File: src/assert_macros.svh
// Assertion macros shared by the RTL.
`ifndef ASSERT_MACROS_SVH
`define ASSERT_MACROS_SVH

// Same-cycle implication, checked out of reset.
`define ASSERT_IMPL(label, clk, rst_n, ante, cons, msg) \
  label: assert property (@(posedge clk) disable iff (!rst_n) (ante) |-> (cons)) \
    else $error(msg);

// Next-cycle implication, checked out of reset.
`define ASSERT_NEXT(label, clk, rst_n, ante, cons, msg) \
  label: assert property (@(posedge clk) disable iff (!rst_n) (ante) |=> (cons)) \
    else $error(msg);

`endif

File: src/hidrdw_pkg.sv
package hidrdw_pkg;

  localparam logic [1:0] KIND_MAIN   = 2'd0;
  localparam logic [1:0] KIND_GLOBAL = 2'd1;

  localparam logic [3:0] TAG_PAGE   = 4'h0;
  localparam logic [3:0] TAG_RSIZE  = 4'h7;
  localparam logic [3:0] TAG_INPUTS = 4'h8;
  localparam logic [3:0] TAG_RCOUNT = 4'h9;

  localparam logic [31:0] PAGE_KBD    = 32'h0000_0007;
  localparam logic [31:0] PAGE_BUTTON = 32'h0000_0009;

  localparam logic [1:0] SIZE_CODE_FOUR = 2'd3;

  typedef struct packed {
    logic [7:0] desc_byte;
    logic       last_byte;
  } in_beat_t;

  typedef struct packed {
    logic [15:0] first_page;
    logic        kbd_found;
    logic        button_found;
    logic [15:0] bit_sum;
    logic [15:0] input_count;
  } out_beat_t;

  // Number of data bytes that follow a short-item prefix.
  function automatic logic [2:0] data_len(input logic [7:0] prefix);
    logic [2:0] len;
    if (prefix[1:0] == SIZE_CODE_FOUR) begin
      len = 3'd4;
    end else begin
      len = {1'b0, prefix[1:0]};
    end
    return len;
  endfunction

endpackage

File: src/hid_report_descriptor_walker_unit.sv
// Walks a HID report descriptor at one byte per clock cycle while in_stall
// is low: every beat is registered on entry, decoded against the walker
// state by combinational logic (prefix decode, little-endian gathering and
// a 16x16 multiply-add into the bit total), and the totals are loaded into
// the output register when the beat carrying the final-byte flag leaves the
// entry register. The input side stalls only when a final-byte beat meets a
// result that is still waiting to be taken; all other beats keep flowing
// while the output is stalled. After the final byte the walker state is
// cleared and the next beat starts a fresh descriptor.
`include "assert_macros.svh"

module hid_report_descriptor_walker_unit (
  input  logic                  clk,
  input  logic                  rst_n,
  input  logic                  in_valid,
  output logic                  in_stall,
  input  hidrdw_pkg::in_beat_t  in_data,
  output logic                  out_valid,
  input  logic                  out_stall,
  output hidrdw_pkg::out_beat_t out_data
);
  import hidrdw_pkg::*;

  logic      s1_valid_r, s1_valid_nxt;
  in_beat_t  s1_beat_r, s1_beat_nxt;
  logic      s1_adv;
  logic      in_take;
  logic      last_held;
  logic      last_adv;
  logic      out_take;
  logic      out_valid_r, out_valid_nxt;
  out_beat_t out_data_r, out_data_nxt;
  out_beat_t totals;

  assign last_held = s1_beat_r.last_byte && out_valid_r && out_stall;
  assign s1_adv    = s1_valid_r && !last_held;
  assign last_adv  = s1_adv && s1_beat_r.last_byte;
  assign out_take  = out_valid_r && !out_stall;
  assign in_stall  = s1_valid_r && !s1_adv;
  assign in_take   = in_valid && !in_stall;

  hidrdw_core u_core (
    .clk    (clk),
    .rst_n  (rst_n),
    .step   (s1_adv),
    .beat   (s1_beat_r),
    .totals (totals)
  );

  always_comb begin
    s1_valid_nxt = s1_valid_r;
    s1_beat_nxt  = s1_beat_r;
    if (in_take) begin
      s1_valid_nxt = 1'b1;
      s1_beat_nxt  = in_data;
    end else if (s1_adv) begin
      s1_valid_nxt = 1'b0;
    end
  end

  always_comb begin
    out_valid_nxt = out_valid_r;
    out_data_nxt  = out_data_r;
    if (s1_adv && s1_beat_r.last_byte) begin
      out_valid_nxt = 1'b1;
      out_data_nxt  = totals;
    end else if (!out_stall) begin
      out_valid_nxt = 1'b0;
    end
  end

  always_ff @(posedge clk) begin
    if (!rst_n) begin
      s1_valid_r  <= 1'b0;
      out_valid_r <= 1'b0;
    end else begin
      s1_valid_r  <= s1_valid_nxt;
      out_valid_r <= out_valid_nxt;
    end
  end

  always_ff @(posedge clk) begin
    s1_beat_r  <= s1_beat_nxt;
    out_data_r <= out_data_nxt;
  end

  assign out_valid = out_valid_r;
  assign out_data  = out_data_r;

  `ASSERT_IMPL(a_stall_cause, clk, rst_n, in_stall, last_held, "stall without a waiting result")
  `ASSERT_NEXT(a_last_result, clk, rst_n, last_adv, out_valid_r, "final byte gave no result")
  `ASSERT_NEXT(a_no_repeat, clk, rst_n, out_take && !last_adv, !out_valid_r, "result repeated")

endmodule

File: src/hidrdw_core.sv
module hidrdw_core (
  input  logic                  clk,
  input  logic                  rst_n,
  input  logic                  step,
  input  hidrdw_pkg::in_beat_t  beat,
  output hidrdw_pkg::out_beat_t totals
);
  import hidrdw_pkg::*;

  logic [2:0]  bytes_left_r, bytes_left_nxt;
  logic [7:0]  prefix_r, prefix_nxt;
  logic [31:0] value_r, value_nxt;
  logic [15:0] size_r, size_nxt;
  logic [15:0] count_r, count_nxt;
  logic        page_seen_r, page_seen_nxt;
  logic [15:0] page_r, page_nxt;
  logic        kbd_r, kbd_nxt;
  logic        mouse_r, mouse_nxt;
  logic [15:0] bits_r, bits_nxt;
  logic [15:0] inputs_r, inputs_nxt;

  logic [2:0]  left_c;
  logic [7:0]  prefix_c;
  logic [31:0] value_c;
  logic        complete_c;
  logic [2:0]  pos_diff;
  logic [1:0]  pos_c;
  logic [1:0]  kind_c;
  logic [3:0]  tag_c;
  logic [31:0] prod_c;
  logic [15:0] size_c, count_c, page_c, bits_c, inputs_c;
  logic        page_seen_c, kbd_c, mouse_c;

  always_comb begin
    pos_diff = data_len(prefix_r) - bytes_left_r;
    pos_c    = pos_diff[1:0];
    if (bytes_left_r == 3'd0) begin
      prefix_c   = beat.desc_byte;
      value_c    = 32'd0;
      left_c     = data_len(beat.desc_byte);
      complete_c = (left_c == 3'd0);
    end else begin
      prefix_c   = prefix_r;
      value_c    = value_r | ({24'd0, beat.desc_byte} << {pos_c, 3'b000});
      left_c     = bytes_left_r - 3'd1;
      complete_c = (left_c == 3'd0);
    end
  end

  assign kind_c = prefix_c[3:2];
  assign tag_c  = prefix_c[7:4];
  assign prod_c = {16'd0, size_r} * {16'd0, count_r};

  always_comb begin
    size_c      = size_r;
    count_c     = count_r;
    page_seen_c = page_seen_r;
    page_c      = page_r;
    kbd_c       = kbd_r;
    mouse_c     = mouse_r;
    bits_c      = bits_r;
    inputs_c    = inputs_r;
    if (complete_c) begin
      if (kind_c == KIND_GLOBAL && tag_c == TAG_PAGE) begin
        if (!page_seen_r) begin
          page_c      = value_c[15:0];
          page_seen_c = 1'b1;
        end
        if (value_c == PAGE_KBD) begin
          kbd_c = 1'b1;
        end
        if (value_c == PAGE_BUTTON) begin
          mouse_c = 1'b1;
        end
      end else if (kind_c == KIND_GLOBAL && tag_c == TAG_RSIZE) begin
        size_c = value_c[15:0];
      end else if (kind_c == KIND_GLOBAL && tag_c == TAG_RCOUNT) begin
        count_c = value_c[15:0];
      end else if (kind_c == KIND_MAIN && tag_c == TAG_INPUTS) begin
        bits_c   = bits_r + prod_c[15:0];
        inputs_c = inputs_r + 16'd1;
      end
    end
  end

  assign totals.first_page   = page_c;
  assign totals.kbd_found    = kbd_c;
  assign totals.button_found = mouse_c;
  assign totals.bit_sum      = bits_c;
  assign totals.input_count  = inputs_c;

  always_comb begin
    bytes_left_nxt = bytes_left_r;
    prefix_nxt     = prefix_r;
    value_nxt      = value_r;
    size_nxt       = size_r;
    count_nxt      = count_r;
    page_seen_nxt  = page_seen_r;
    page_nxt       = page_r;
    kbd_nxt        = kbd_r;
    mouse_nxt      = mouse_r;
    bits_nxt       = bits_r;
    inputs_nxt     = inputs_r;
    if (step) begin
      if (beat.last_byte) begin
        bytes_left_nxt = 3'd0;
        prefix_nxt     = 8'd0;
        value_nxt      = 32'd0;
        size_nxt       = 16'd0;
        count_nxt      = 16'd0;
        page_seen_nxt  = 1'b0;
        page_nxt       = 16'd0;
        kbd_nxt        = 1'b0;
        mouse_nxt      = 1'b0;
        bits_nxt       = 16'd0;
        inputs_nxt     = 16'd0;
      end else begin
        bytes_left_nxt = left_c;
        prefix_nxt     = prefix_c;
        value_nxt      = value_c;
        size_nxt       = size_c;
        count_nxt      = count_c;
        page_seen_nxt  = page_seen_c;
        page_nxt       = page_c;
        kbd_nxt        = kbd_c;
        mouse_nxt      = mouse_c;
        bits_nxt       = bits_c;
        inputs_nxt     = inputs_c;
      end
    end
  end

  always_ff @(posedge clk) begin
    if (!rst_n) begin
      bytes_left_r <= 3'd0;
      prefix_r     <= 8'd0;
      value_r      <= 32'd0;
      size_r       <= 16'd0;
      count_r      <= 16'd0;
      page_seen_r  <= 1'b0;
      page_r       <= 16'd0;
      kbd_r        <= 1'b0;
      mouse_r      <= 1'b0;
      bits_r       <= 16'd0;
      inputs_r     <= 16'd0;
    end else begin
      bytes_left_r <= bytes_left_nxt;
      prefix_r     <= prefix_nxt;
      value_r      <= value_nxt;
      size_r       <= size_nxt;
      count_r      <= count_nxt;
      page_seen_r  <= page_seen_nxt;
      page_r       <= page_nxt;
      kbd_r        <= kbd_nxt;
      mouse_r      <= mouse_nxt;
      bits_r       <= bits_nxt;
      inputs_r     <= inputs_nxt;
    end
  end

endmodule
File: config.mk
export PLATFORM = sky130hd
export DESIGN_NAME = hid_report_descriptor_walker_unit
export DESIGN_NICKNAME = d
export VERILOG_FILES = /design/src/hidrdw_pkg.sv /design/src/hid_report_descriptor_walker_unit.sv /design/src/hidrdw_core.sv
export VERILOG_INCLUDE_DIRS = /design/src /design/src/src
export SDC_FILE = /design/constraint.sdc
export NUM_CORES = 1
export LEC_CHECK = 0
export ABC_AREA = 0
export ABC_CLOCK_PERIOD_IN_PS = 5700
export BUFFER_PORTS_ARGS = -buffer_cell sky130_fd_sc_hd__buf_2
export CAP_MARGIN = 0
export CORE_UTILIZATION = 40
export DETAILED_ROUTE_END_ITERATION = 6
export GPL_ROUTABILITY_DRIVEN = 0
export GPL_TIMING_DRIVEN = 0
export PLACE_DENSITY = 0.59
export SYNTH_ARGS = -nofsm -noshare
export SYNTH_HDL_FRONTEND = slang
export SYNTH_SLANG_ARGS = --single-unit
File: constraint.sdc
create_clock -name clk -period 5.7 [get_ports clk]
set_input_delay 0.285 -clock clk [delete_from_list [all_inputs] [get_ports clk]]
set_output_delay 0.285 -clock clk [all_outputs]
set_load 0.02 [all_outputs]
# After elaboration in Yosys (flattened, before gate mapping)
# Index checks and enable logic that the tools add are counted.
# totals
ff_bits,187
latch_bits,0
ramBits,0
rom_bits,0
input_bits,13
output_inout_bits,52
elab_cells,117
memories,0
# classes
add_sub_neg,4
n_mul,1
div_mod_pow,0
magnitude_cmp,0
eq_ne,11
n_shift,1
mux,50
n_bitwise,1
n_reduce_logical,28
# op_table
cell,count
$mux W16,25
$mux W32,2
$eq A32 B3 Y1 const B,1
$eq A32 B4 Y1 const B,1
$or A32 B32 Y32,1
$shl A8 B5 Y32,1
$add A16 B1 Y16 const B,1
$add A16 B16 Y16,1
$mul A16 B16 Y16,1
$mux W1,16
$mux W8,2
$mux W3,4
$reduce_bool A2 Y1,6
$logic_and A1 B1 Y1,10
$logic_not A3 Y1,3
$eq A4 B4 Y1 const B,2
$reduce_and A5 Y1,1
$eq A2 B2 Y1 const B,2
$eq A4 B3 Y1 const B,1
$logic_not A4 Y1,1
$ne A2 B2 Y1 const B,2
$reduce_and A4 Y1,1
$logic_not A1 Y1,3
$reduce_and A3 Y1,1
other kinds (7),7

# Depth between registers and ports, before layout
# logic_depth
ltp_word,11
mapped_depth,20
depth_no_buf,19

# Hierarchy
# Synthesis repeated with hierarchy kept, for this count alone.
# unflattened
cells_unflattened,1312
area_unflattened_um2,12339.3
# by_module_without_submodules
module,instances,cells_per_inst,area_each_um2,seq_area_each_um2
hidrdw_core,1,1242,10472.5,2522.4
hid_report_descriptor_walker_unit,1,70,1866.8,1811.7

# Worst setup path before layout
# No wires, ideal clock.
# synth_timing
path_kind,reg-to-reg
startpoint,register u_core.count_r[1]
endpoint,register out_data_r (netlist bit out_data[31]) (data pin)
setup_time_ns,0.265
arrival_time_ns,4.885
t_required_ns,5.435
setup_slack_ns,0.550
path_stages_with_launch,19
n_path_buf,1
synth_period_minus_slack_ns,5.150
path_cell_list,dfxtp_1 -> clkbuf_1 -> and2_1 -> fa_1 -> inv_1 -> fa_1 -> fa_1 -> inv_1 -> fa_1 -> inv_1 -> fa_1 -> fa_1 -> xor2_1 -> xnor2_1 -> xnor2_1 -> xnor2_1 -> xnor3_1 -> xor2_1 -> o21ai_0
# synth_lines
element,line,text
from (decl),hidrdw_core.sv:14,"logic [15:0] count_r, count_nxt;"
from (signal assigned),hidrdw_core.sv:151,count_r <= count_nxt;
to (signal assigned),hid_report_descriptor_walker_unit.sv:84,out_data_r <= out_data_nxt;
to (decl),hid_report_descriptor_walker_unit.sv:32,"out_beat_t out_data_r, out_data_nxt;"

==> results_dict.tcl <==
set metrics [dict create \
    outcome "completed" \
    swShare 0.257 \
    htreeDepth 4 \
    cts_buffers 17 \
    crit_slowest_cell "fa_1" \
    die_w_um 178 \
    yosysSeqAreaShare 0.350 \
    yosysTopAreaCell "dfxtp_1" \
    grt_overflow 0 \
    dp.final_hpwl_um 24900 \
    rsz0062_at_grt "false" \
    power.density_nw_per_um2 206 \
    muxShareOfSynthArea 0.0330 \
    slowest_delay_ns 0.54 \
    finalMaxSlewViolations 0 \
    cp-end-kind "flop" \
    worstPathMaxFanout 10 \
    ys_warn_count 0 \
    synthCells 1323 \
    avgRoutedWirePerCell_um 18.1 \
    finalHoldViolCount 0 \
    crit_top_cell "fa_1" \
    synth-compound-area-share 0.119 \
    synth_area_per_cell_um2 9.37 \
    grt_pass1_vias 9339 \
    power_mw 2.87 \
    p_sw_uw 739 \
    fin_nets 1574 \
    drt-pass1-iter-count 5 \
    synth-edff-count 59 \
    cts_buffer_depth 2 \
    drc 0 \
    ys.flop_type "dfxtp_1" \
    synth-xor-area-share 0.0407 \
    clkLatencyLatePin_ns 0.45 \
    synth_top_family_by_area "adder cells" \
    path_clk_slew_ns 0.07 \
    hp-class "in2reg" \
    cellLeakagePower_nw 5.82 \
    diodes 0 \
    worstMarginPinSlew_ns 1.08 \
    synth.top_cell.area_share 0.207 \
    worstPathCellList "buf_2, and2_1, fa_1, inv_1, fa_1, fa_1, inv_1, fa_1, inv_1, fa_1, fa_1, xor2_1, xnor2_1, xnor2_1, xnor2_1, xnor3_2, xor2_1, o21ai_0" \
    vdd_ir_drop_max_mv 0.230 \
    worstPathRequired_ns 5.89 \
    layout_min_cycle_time_ns 5.46 \
    pin_count 65 \
    io_buffers 63 \
    antenna_left 0 \
    clock.fmax_mhz 183 \
    combPwrFrac 0.072 \
    multi_input_area_um2 7120 \
    cts_sinks 187 \
    cts-root-buf "clkbuf_16" \
    grt_first_pass_wirelength_um 52200 \
    drv_cap 0 \
    crit_arrival_ns 5.64 \
    design_area_um2 13900 \
    syn-num-nets 1487 \
    max-slew-margin-rel 0.276 \
    grt_use_total 0.218 \
    vias_per_cell 5.22 \
    row_count 64 \
    cts_setup_buffers 0 \
    synth_seq_cells 187 \
    path_delay_family "adder cells" \
    setup_viol_count_final 0 \
    cp-start-kind "flop" \
    drt_wl_total_um 32900 \
    fp.dieH_um 178 \
    area_delta_synth_final_pct 12.5 \
    placed_area_um2 13200 \
    drt_iter0_drc 721 \
    grt_max_degree 37 \
    start_util 0.406 \
    fin_crit_sh 0.957 \
    cp.buffers_inverters 4 \
    power_frac_clock 0.442 \
    grt_antenna_before_repair 1 \
    pwr-share-seq 0.486 \
    synthSimpleGateAreaFrac 0.173 \
    p_int_mw 2.13 \
    num_vias 9498 \
    seqCellArea_um2 4330 \
    synth_fa_ha_area_frac 0.209 \
    skew_ns 0.0177 \
    ys_types 62 \
    netlist_top_cells_area "dfxtp_1 21%, fa_1 15%, edfxtp_1 14%" \
    fp.coreArea_um2 30500 \
    fillers 2916 \
    async_reset_ff_frac 0 \
    crit_type "reg2reg" \
    synthesis.area_um2 12400 \
    holdWs_ns 0.0492 \
    cts_tree "built" \
    die_area_um2 31700 \
    drive_gt1_frac 0.101 \
]
[cell usage after synthesis (all sizes together) (6+ instances only)]
| library cell | n |
|---|---|
| a21boi | 31 |
| and2 | 77 |
| o21ai | 51 |
| mux2 | 17 |
| edfxtp | 59 |
| nand2b | 8 |
| xor2 | 14 |
| fa | 94 |
| nor3 | 14 |
| nand2 | 138 |
| mux2i | 18 |
| and3 | 6 |
| a22o | 12 |
| a22oi | 24 |
| a21oi | 48 |
| nand3 | 17 |
| nand4 | 8 |
| dfxtp | 128 |
| a21o | 6 |
| buf | 13 |
| ha | 57 |
| xnor2 | 41 |
| nor2b | 55 |
| or3 | 10 |
| nor4 | 11 |
| a31oi | 21 |
| nor2 | 69 |
| clkbuf | 64 |
| inv | 165 |
[repair_timing]
| item | 4_1_cts | 5_1_grt |
|---|---|---|
| resized for setup | 8 | 11 |
| hold buffers | 9 | 0 |
| endpoints found under the hold margin | 9 | 0 |
| pin swaps | 0 | 1 |
| setup endpoints to repair | 8 | 8 |
[placed cells by master, fill, tap and decap left out, drive strengths merged, types with 9 or more instances in the layout]
cell type	n
inv	173
nand2	138
dfxtp	128
fa	94
buf	78
clkbuf	78
and2	77
nor2	69
edfxtp	59
ha	57
nor2b	55
o21ai	51
a21oi	48
xnor2	41
a21boi	31
a22oi	24
a31oi	21
mux2i	18
nand3	17
mux2	17
xor2	14
nor3	14
a22o	12
nor4	11
or3	10
dlygate4sd3	9
[power by group through the flow]
stage / Sequential, mW / Clock [mW] / Combinational, mW
3_5_place_dp: 1.43 / 0 / 0.200
2_1_floorplan: 1.43 / 0 / 0.117
3_3_place_gp: 1.43 / 0 / 0.197
4_1_cts: 1.40 / 1.29 / 0.205
6_report: 1.40 / 1.27 / 0.207
5_1_grt: 1.40 / 1.34 / 0.222
[sequential cells by signal, indices dropped and copies added, names as in the netlist]
| register | cells |
|---|---|
| u_core.page_seen_r | 1 |
| out_valid | 1 |
| u_core.bytes_left_r | 3 |
| u_core.kbd_r | 1 |
| u_core.mouse_r | 1 |
| u_core.inputs_r | 16 |
| u_core.count_r | 16 |
| s1_valid_r | 1 |
| u_core.page_r | 16 |
| u_core.bits_r | 16 |
| u_core.size_r | 16 |
| out_data | 50 |
| s1_beat_r | 9 |
| u_core.value_r | 32 |
| u_core.prefix_r | 8 |
[per-stage QoR]
| stage | setup slack (ns) | std cells | TNS (ns) | util |
|---|---|---|---|---|
| 2_1_floorplan | 0.550 | 1323 | 0 | - |
| 3_3_place_gp | -0.229 | 1782 | -0.885 | 0.433 |
| 3_5_place_dp | -0.285 | 1783 | -1.18 | 0.434 |
| 4_1_cts | 0.0436 | 1820 | 0 | 0.457 |
| 5_1_grt | 0.0139 | 1819 | 0 | 0.457 |
| 6_report | 0.243 | 1819 | 0 | 0.457 |
[worst register-to-register path, cell delays in order, from the launching register on]
cell	delay, ns
dfxtp_1	0.37
buf_2	0.22
and2_1	0.20
fa_1	0.54
inv_1	0.07
fa_1	0.50
fa_1	0.52
inv_1	0.06
fa_1	0.53
inv_1	0.05
fa_1	0.45
fa_1	0.42
xor2_1	0.17
xnor2_1	0.19
xnor2_1	0.11
xnor2_1	0.22
xnor3_2	0.33
xor2_1	0.18
o21ai_0	0.08
[worst paths after layout]
kind / start / to / slack [ns] / depth (start not counted)
max reg2reg: u_core.count_r[1] / out_data[31] / 0.24 / 18
min reg2reg: u_core.kbd_r / u_core.kbd_r / 0.46 / 2
min: in_valid / s1_valid_r / 0.05 / 2
max: u_core.count_r[1] / out_data[31] / 0.24 / 18
[cell type report]
type / count / area share
multi-input combinational: 894 / 0.511
sequential: 187 / 0.311
inverter: 165 / 0.0444
tap: 396 / 0.0355
clock buffer: 20 / 0.0351
timing repair buffer: 73 / 0.0305
buffer: 72 / 0.0231
clock inverter: 12 / 0.0100
[kinds of logic after synthesis]
| family | after synthesis |
|---|---|
| XOR/XNOR | 56 |
| buffers and inverters | 242 |
| adder cells (fa/ha/maj) | 151 |
| flip-flops | 187 |
| AO/OA/AOI/OAI | 226 |
| multiplexers | 35 |
| AND/OR/NAND/NOR | 426 |
[layer usage]
layer	vias to the layer above	wire length, um	track usage
li1	4531	-	-
met1	4677	15100	0.295
met2	245	15800	0.357
met3	45	1410	0.0345
met4	0	603	0.0627
met5	-	0	0
No activity file was read; power rests on OpenSTA's default activity.
